<file path="src/rtl/dma4_pkg.sv">
`timescale 1ns / 1ps
`default_nettype none

package dma4_pkg;

    localparam int NUM_CH   = 4;
    localparam int CH_W     = 2;
    localparam int ADDR_W   = 32;
    localparam int COUNT_W  = 28;
    localparam int CTRL_W   = 16;

    // count masks, the last channel keeps one bit less
    localparam logic [COUNT_W-1:0] COUNT_MASK      = 28'h0FFFFFFF;
    localparam logic [COUNT_W-1:0] COUNT_MASK_LAST = 28'h07FFFFFF;

    // control register bits
    localparam int BIT_ENABLE = 15;
    localparam int BIT_WORD   = 10;
    localparam int BIT_REPEAT = 9;
    localparam int DCTL_LO    = 5;
    localparam int SCTL_LO    = 7;

    // operation codes
    localparam logic OP_TICK  = 1'b0;
    localparam logic OP_WRITE = 1'b1;

    // register selects
    localparam logic [1:0] REG_DEST    = 2'd0;
    localparam logic [1:0] REG_SOURCE  = 2'd1;
    localparam logic [1:0] REG_COUNT   = 2'd2;
    localparam logic [1:0] REG_CONTROL = 2'd3;

    // address step modes
    localparam logic [1:0] STEP_INC        = 2'b00;
    localparam logic [1:0] STEP_DEC        = 2'b01;
    localparam logic [1:0] STEP_INC_RELOAD = 2'b11;

    typedef struct packed {
        logic              operation;
        logic [CH_W-1:0]   channel;
        logic [1:0]        register_select;
        logic [ADDR_W-1:0] write_data;
    } dma4_req_t;

    typedef struct packed {
        logic              cpu_stall;
        logic              transfer_valid;
        logic              transfer_word;
        logic [ADDR_W-1:0] read_address;
        logic [ADDR_W-1:0] write_address;
        logic [CH_W-1:0]   transfer_channel;
        logic [NUM_CH-1:0] enable_bits;
    } dma4_rsp_t;

endpackage

`default_nettype wire

</file>
<file path="src/rtl/four_channel_dma_controller.sv">
`timescale 1ns / 1ps
`default_nettype none

// Four-channel DMA controller driven one bus tick at a time. Each request word is
// either a channel register write or one tick; every request gives exactly one
// response word. Requests are taken one per clock: the whole update of the channel
// state is done in the accepting cycle and the response sits in a single output
// register, so a new request is accepted every cycle as long as that register is
// empty or being drained in the same cycle. The response is valid in the cycle after
// the accept.
module four_channel_dma_controller (
    input  wire                  clk,
    input  wire                  rst_n,
    input  wire                  req_valid,
    output logic                 req_ready,
    input  dma4_pkg::dma4_req_t  req,
    output logic                 rsp_valid,
    input  wire                  rsp_ready,
    output dma4_pkg::dma4_rsp_t  rsp
);

    import dma4_pkg::*;

    logic [ADDR_W-1:0]  dest_addr_reg  [NUM_CH];
    logic [ADDR_W-1:0]  dest_addr_next [NUM_CH];
    logic [ADDR_W-1:0]  src_addr_reg   [NUM_CH];
    logic [ADDR_W-1:0]  src_addr_next  [NUM_CH];
    logic [COUNT_W-1:0] count_reg      [NUM_CH];
    logic [COUNT_W-1:0] count_next     [NUM_CH];
    logic [CTRL_W-1:0]  control_reg    [NUM_CH];
    logic [CTRL_W-1:0]  control_next   [NUM_CH];
    logic [ADDR_W-1:0]  cur_dest_reg   [NUM_CH];
    logic [ADDR_W-1:0]  cur_dest_next  [NUM_CH];
    logic [ADDR_W-1:0]  cur_src_reg    [NUM_CH];
    logic [ADDR_W-1:0]  cur_src_next   [NUM_CH];
    logic [COUNT_W-1:0] bytes_left_reg [NUM_CH];
    logic [COUNT_W-1:0] bytes_left_next[NUM_CH];
    logic [NUM_CH-1:0]  active_reg;
    logic [NUM_CH-1:0]  active_next;
    logic               phase_reg;
    logic               phase_next;
    logic               rsp_valid_reg;
    logic               rsp_valid_next;
    dma4_rsp_t          rsp_reg;
    dma4_rsp_t          rsp_next;

    logic               req_fire;
    logic [NUM_CH-1:0]  start_vec;
    logic [NUM_CH-1:0]  start_one;
    logic [NUM_CH-1:0]  act_one;

    // per-channel stepped values for a copy
    logic [ADDR_W-1:0]  dest_step   [NUM_CH];
    logic [ADDR_W-1:0]  src_step    [NUM_CH];
    logic [COUNT_W-1:0] left_after  [NUM_CH];
    logic [COUNT_W-1:0] load_count  [NUM_CH];

    assign req_fire  = req_valid && req_ready;
    assign req_ready = !rsp_valid_reg || rsp_ready;
    assign rsp_valid = rsp_valid_reg;
    assign rsp       = rsp_reg;

    always_comb
    begin
        for (int i = 0; i < NUM_CH; i++)
        begin
            start_vec[i] = !active_reg[i] && control_reg[i][BIT_ENABLE];
        end
        // lowest set bit
        start_one = start_vec & (~start_vec + NUM_CH'(1));
        act_one   = active_reg & (~active_reg + NUM_CH'(1));
    end

    always_comb
    begin
        logic [ADDR_W-1:0] inc;
        logic [1:0]        dctl;
        logic [1:0]        sctl;
        for (int i = 0; i < NUM_CH; i++)
        begin
            inc  = control_reg[i][BIT_WORD] ? ADDR_W'(4) : ADDR_W'(2);
            dctl = control_reg[i][DCTL_LO +: 2];
            sctl = control_reg[i][SCTL_LO +: 2];
            if (dctl == STEP_INC || dctl == STEP_INC_RELOAD)
                dest_step[i] = cur_dest_reg[i] + inc;
            else if (dctl == STEP_DEC)
                dest_step[i] = cur_dest_reg[i] - inc;
            else
                dest_step[i] = cur_dest_reg[i];
            if (sctl == STEP_INC)
                src_step[i] = cur_src_reg[i] + inc;
            else if (sctl == STEP_DEC)
                src_step[i] = cur_src_reg[i] - inc;
            else
                src_step[i] = cur_src_reg[i];
            // count saturates at zero
            if (bytes_left_reg[i] < COUNT_W'(inc))
                left_after[i] = '0;
            else
                left_after[i] = bytes_left_reg[i] - COUNT_W'(inc);
            load_count[i] = count_reg[i]
                & ((i == NUM_CH - 1) ? COUNT_MASK_LAST : COUNT_MASK);
        end
    end

    always_comb
    begin
        dest_addr_next  = dest_addr_reg;
        src_addr_next   = src_addr_reg;
        count_next      = count_reg;
        control_next    = control_reg;
        cur_dest_next   = cur_dest_reg;
        cur_src_next    = cur_src_reg;
        bytes_left_next = bytes_left_reg;
        active_next     = active_reg;
        phase_next      = phase_reg;
        rsp_next        = '0;
        rsp_valid_next  = rsp_valid_reg && !rsp_ready;

        if (req_fire)
        begin
            rsp_valid_next = 1'b1;
            if (req.operation == OP_WRITE)
            begin
                for (int i = 0; i < NUM_CH; i++)
                begin
                    if (req.channel == CH_W'(i))
                    begin
                        case (req.register_select)
                            REG_DEST:    dest_addr_next[i] = req.write_data;
                            REG_SOURCE:  src_addr_next[i]  = req.write_data;
                            REG_COUNT:   count_next[i]     = req.write_data[COUNT_W-1:0];
                            REG_CONTROL: control_next[i]   = req.write_data[CTRL_W-1:0];
                            default:     control_next[i]   = control_reg[i];
                        endcase
                    end
                end
            end
            else if (start_vec != '0)
            begin
                rsp_next.cpu_stall = 1'b1;
                for (int i = 0; i < NUM_CH; i++)
                begin
                    if (start_one[i])
                    begin
                        cur_dest_next[i]   = dest_addr_reg[i];
                        cur_src_next[i]    = src_addr_reg[i];
                        bytes_left_next[i] = load_count[i];
                        active_next[i]     = 1'b1;
                    end
                end
            end
            else if (active_reg != '0)
            begin
                phase_next = !phase_reg;
                // copy on the tick where the phase turns to one
                if (!phase_reg)
                begin
                    rsp_next.cpu_stall      = 1'b1;
                    rsp_next.transfer_valid = 1'b1;
                    for (int i = 0; i < NUM_CH; i++)
                    begin
                        if (act_one[i])
                        begin
                            rsp_next.transfer_word    = control_reg[i][BIT_WORD];
                            rsp_next.read_address     = cur_src_reg[i];
                            rsp_next.write_address    = cur_dest_reg[i];
                            rsp_next.transfer_channel = CH_W'(i);
                            cur_dest_next[i]          = dest_step[i];
                            cur_src_next[i]           = src_step[i];
                            bytes_left_next[i]        = left_after[i];
                            if (left_after[i] == '0)
                            begin
                                if (control_reg[i][BIT_REPEAT])
                                begin
                                    if (control_reg[i][DCTL_LO +: 2] == STEP_INC_RELOAD)
                                        cur_dest_next[i] = dest_addr_reg[i];
                                    bytes_left_next[i] = load_count[i];
                                end
                                else
                                begin
                                    active_next[i]              = 1'b0;
                                    control_next[i][BIT_ENABLE] = 1'b0;
                                end
                            end
                        end
                    end
                end
            end
            for (int i = 0; i < NUM_CH; i++)
            begin
                rsp_next.enable_bits[i] = control_next[i][BIT_ENABLE];
            end
        end
    end

    always_ff @(posedge clk or negedge rst_n)
    begin
        if (!rst_n)
        begin
            for (int i = 0; i < NUM_CH; i++)
            begin
                dest_addr_reg[i]  <= '0;
                src_addr_reg[i]   <= '0;
                count_reg[i]      <= '0;
                control_reg[i]    <= '0;
                cur_dest_reg[i]   <= '0;
                cur_src_reg[i]    <= '0;
                bytes_left_reg[i] <= '0;
            end
            active_reg    <= '0;
            phase_reg     <= 1'b0;
            rsp_valid_reg <= 1'b0;
        end
        else
        begin
            dest_addr_reg  <= dest_addr_next;
            src_addr_reg   <= src_addr_next;
            count_reg      <= count_next;
            control_reg    <= control_next;
            cur_dest_reg   <= cur_dest_next;
            cur_src_reg    <= cur_src_next;
            bytes_left_reg <= bytes_left_next;
            active_reg     <= active_next;
            phase_reg      <= phase_next;
            rsp_valid_reg  <= rsp_valid_next;
        end
    end

    // response payload holds while stalled
    always_ff @(posedge clk)
    begin
        if (req_fire)
            rsp_reg <= rsp_next;
    end

    a_copy_stalls: assert property (@(posedge clk) disable iff (!rst_n)
        rsp_valid && rsp.transfer_valid |-> rsp.cpu_stall)
        else $error("copy issued without cpu stall");

    a_no_copy_zero: assert property (@(posedge clk) disable iff (!rst_n)
        rsp_valid && !rsp.transfer_valid |->
            rsp.read_address == '0 && rsp.write_address == '0
            && rsp.transfer_channel == '0 && !rsp.transfer_word)
        else $error("copy fields nonzero without a copy");

    a_write_keeps_run: assert property (@(posedge clk) disable iff (!rst_n)
        req_fire && req.operation == OP_WRITE |=>
            $stable(active_reg) && $stable(phase_reg))
        else $error("register write changed channel run state");

    a_idle_phase: assert property (@(posedge clk) disable iff (!rst_n)
        req_fire && req.operation == OP_TICK && active_reg == '0 && start_vec == '0
            |=> $stable(phase_reg) && !rsp.cpu_stall)
        else $error("idle tick moved phase or stalled");

endmodule

`default_nettype wire
</file>
<file path="config.mk">
export PLATFORM = sky130hd
export DESIGN_NAME = four_channel_dma_controller
export DESIGN_NICKNAME = d
export VERILOG_FILES = /design/src/rtl/dma4_pkg.sv /design/src/rtl/four_channel_dma_controller.sv
export SDC_FILE = /design/constraint.sdc
export NUM_CORES = 2
export LEC_CHECK = 0
export BUFFER_PORTS_ARGS = -buffer_cell sky130_fd_sc_hd__buf_2
export CAP_MARGIN = 20
export CELL_PAD_IN_SITES_DETAIL_PLACEMENT = 1
export CELL_PAD_IN_SITES_GLOBAL_PLACEMENT = 1
export CORE_ASPECT_RATIO = 0.8
export CORE_UTILIZATION = 50
export CTS_BUF_LIST = sky130_fd_sc_hd__clkbuf_8 sky130_fd_sc_hd__clkbuf_16
export DETAILED_ROUTE_END_ITERATION = 8
export PLACE_DENSITY_LB_ADDON = 0.1
export SLEW_MARGIN = 20
export SYNTH_ARGS = -nofsm -noshare
export SYNTH_HDL_FRONTEND = slang
export SYNTH_SLANG_ARGS = --single-unit
</file>
<file path="constraint.sdc">
create_clock -name clk -period 5.1 [get_ports clk]
set_input_delay 0 -clock clk [delete_from_list [all_inputs] [get_ports clk]]
set_output_delay 0 -clock clk [all_outputs]
set_load 0.01 [all_outputs]
</file>
==> parameters.txt <==
Parameter                              Value

Die
  Count of pins on the block boundary ... 116
  Area of the placeable core ... 0.0987 sq mm
  Die outline width ... 355 um
  Starting density of the core ... 0.504
  Std-Cell Rows ... 103
  Vertical die dimension ... 284 um
  Die Area ... 0.101 sq mm

Worst setup path
  Critical Path Max Stage Delay ... 0.49 ns
  Required time of the critical path ... 5.67 ns
  Arrival time of the worst setup path ... 5.31 ns
  WP buf/inv ... 1
  CP Max Fanout ... 18
  Capturing element type of the critical path ... flop
  List of cells traversed by the critical path ... nor2_1 -> inv_1 -> ha_1 -> a211oi_1 -> o21ai_0 -> o311ai_0 -> o21ai_0 -> a21oi_1 -> a211oi_1 -> o31a_1 -> or3_1 -> and4_1 -> or3_1
  Cell family contributing the most delay on the critical path ... compound AO/OA/AOI/OAI gates
  Type of element launching the critical path ... flop
  Cell with the largest stage delay on the worst path ... sky130_fd_sc_hd__ha_1
  Type of the worst setup path ... flop to flop

Timing
  Achievable clock frequency ... 211 MHz
  Setup repair after global routing missed its margin ... no
  Minimum clock period ... 4.74 ns
  Hold Fails Final Rpt ... 0
  Transition time at the pin with the least slew margin ... 1.20 ns
  Final Slew Violations ... 0
  Worst rel slew slack ... 0.197
  Worst clock skew ... 0.0277 ns
  Setup Total Neg Slack ... 0 ns
  Share of the clock period used by the worst path ... 0.930
  Final setup fails ... 0

Detailed routing
  Vias per std cell ... 6.68
  Avg WL per Cell ... 27.6 um
  Count of vias placed by the detailed router ... 44785
  Met1 wire length ... 81500 um
  Routed Antenna Nets ... 0
  Initial drt markers ... 4753
  Wire length on met3 ... 16400 um
  Detailed-route wire length ... 185000 um
  Total iterations of the first detailed-routing run ... 5
  Uppermost layer routed ... met5
  Drt drc ... 0
  Routed met2 length ... 80400 um

Yosys
  Synth Instances ... 5358
  Area of the mapped netlist ... 0.0498 sq mm
  Synth cell types ... 96
  Synthesized flop and latch total ... 842
  Cell types occupying the most area after synthesis ... sky130_fd_sc_hd__dfrtp_1, sky130_fd_sc_hd__mux2_2, sky130_fd_sc_hd__edfxtp_1
  Post-synth top flop ... sky130_fd_sc_hd__dfrtp_1
  Syn_area_per_cell ... 9.29 sq um
  Net Count, Synth ... 5567
  Warning count from the yosys run ... 0
  Area leader, netlist ... sky130_fd_sc_hd__dfrtp_1
  Proportion of synthesized chip area in sequential cells ... 0.431
  Async SR Flop Fraction ... 0.913
  Portion of synthesized cell area occupied by the leading cell type ... 0.387
  Most frequent cells after synthesis ... sky130_fd_sc_hd__dfrtp_1, sky130_fd_sc_hd__nand2_1, sky130_fd_sc_hd__nor2_1
  Most instantiated library cell after synthesis ... sky130_fd_sc_hd__dfrtp_1
  Number of synthesized flops with an enable pin ... 73

Worst hold path
  Hold/Removal Path Class ... input port to flop

Placed design
  IO Port Bufs ... 115
  Placed wire-length estimate ... 122000 um
  Routability-driven placement congestion ratio ... 0.911

Power
  Areal power density over the cells ... 579 mW/mm^2
  Max rail drop VDD ... 0.000470 V
  Leakage power summed over all cells ... 23.6 nW

Cells and area
  Total number of nets in the final design ... 5528
  Layout cells sized above 1 ... 0.157
  Syn-to-layout area delta ... 10.4%
  Post-layout utilization of the core ... 0.557

Clocking
  Clock Sinks ... 842
  Deepest level of the CTS H-tree ... 3
  Insertion delay to the later sink of the worst-skew pair ... 0.71 ns
  TritonCTS clock tree ... built
  Root Buffer ... sky130_fd_sc_hd__clkbuf_16
  Clk pin slew, worst setup/hold paths ... 0.06 ns
  Maximum buffer depth of the clock tree ... 3
  TritonCTS Buffers ... 91
  Buffer count from post-CTS setup fixing ... 0

Flow run
  Number of max-capacitance violations reported ... 0

Global route
  Number of global-route vias before repair ... 44360
  Maximum number of pins on one net before global-route repair ... 141
  GRT Util Overall ... 0.365
  First-pass GRT wire length ... 282000 um
  Number of antenna violations at the first check in global routing ... 22
  Global route total overflow ... 0

Outcome
  Status ... completed
[logic make-up after synthesis]
family,synth area share
simple gates,0.180
compound gates,0.186
flops,0.431
buf+inv,0.0379
mux,0.100
fa+ha+maj,0.0446
xor+xnor,0.0208
[metal layers]
layer | GRT usage | vias up
li1 | - | 19699
met2 | 0.539 | 1731
met5 | 0 | -
met4 | 0.124 | 6
met1 | 0.536 | 23013
met3 | 0.0670 | 336
[layout make-up]
| class | instances | area (sq um) |
|---|---|---|
| fill | 11174 | 43800 |
| multi-input combinational | 4038 | 26600 |
| sequential | 842 | 21400 |
| clock buffer | 101 | 2440 |
| timing repair buffer | 240 | 1820 |
| tap | 1312 | 1640 |
| clock inverter | 60 | 549 |
| inverter | 106 | 399 |
| antenna | 8 | 20.0 |
[metrics by stage]
stage	total power (W)	std cells	area, sq um	worst slack (ns)	hold slack (ns)
floorplan	0.0198	5358	49800	1.08	-0.296
global placement	0.0239	6516	51600	0.539	0.0835
finish	0.0318	6707	54900	0.360	0.0504
detailed placement	0.0245	6516	51600	0.419	0.0862
CTS	0.0315	6696	54800	0.385	0.00423
global route	0.0336	6700	54900	0.120	0.0238
[worst min-delay path: stages]
cell and delay [ns]:
sky130_fd_sc_hd__buf_2 0.21, sky130_fd_sc_hd__nand3_1 0.12, sky130_fd_sc_hd__mux2_2 0.17, sky130_fd_sc_hd__a21o_1 0.11
[path summary, 6_finish.rpt]
kind	from	to	slack [ns]	depth (start not counted)
hold / removal	req[33]	rsp[1]	0.05	4
min in group asynchronous	rst_n	dest_addr_reg[29]	0.40	3
max in group asynchronous	rst_n	active_reg[0]	3.50	4
setup reg to reg	control_reg[56]	cur_src_reg[127]	0.36	13
hold reg to reg	count_reg[43]	bytes_left_reg[43]	0.50	2
setup / recovery	control_reg[56]	cur_src_reg[127]	0.36	13
[repair_timing]
item / CTS / global route
hold buffers: 19 / 0
hold endpoints to repair: 225 / 0
setup endpoints to repair: 0 / 2
resized for setup: 0 / 2
[power breakdown]
| part | switching [W] | internal [W] | total [W] |
|---|---|---|---|
| combinational | 0.00897 | 0.00531 | 0.0143 |
| clock | 0.00299 | 0.00388 | 0.00687 |
| sequential | 0.00218 | 0.00847 | 0.0107 |
[cell usage in the layout (no fill, tap or decap), types with 106 or more instances in the layout]
cell	count
sky130_fd_sc_hd__a21oi_1	398
sky130_fd_sc_hd__buf_2	114
sky130_fd_sc_hd__dfrtp_1	767
sky130_fd_sc_hd__ha_1	152
sky130_fd_sc_hd__inv_1	118
sky130_fd_sc_hd__mux2_2	388
sky130_fd_sc_hd__nand2_1	497
sky130_fd_sc_hd__nand3_1	194
sky130_fd_sc_hd__nor2_1	474
sky130_fd_sc_hd__nor3_1	126
sky130_fd_sc_hd__nor4_1	106
sky130_fd_sc_hd__o21ai_0	395
No activity file was read; power rests on OpenSTA's default activity.
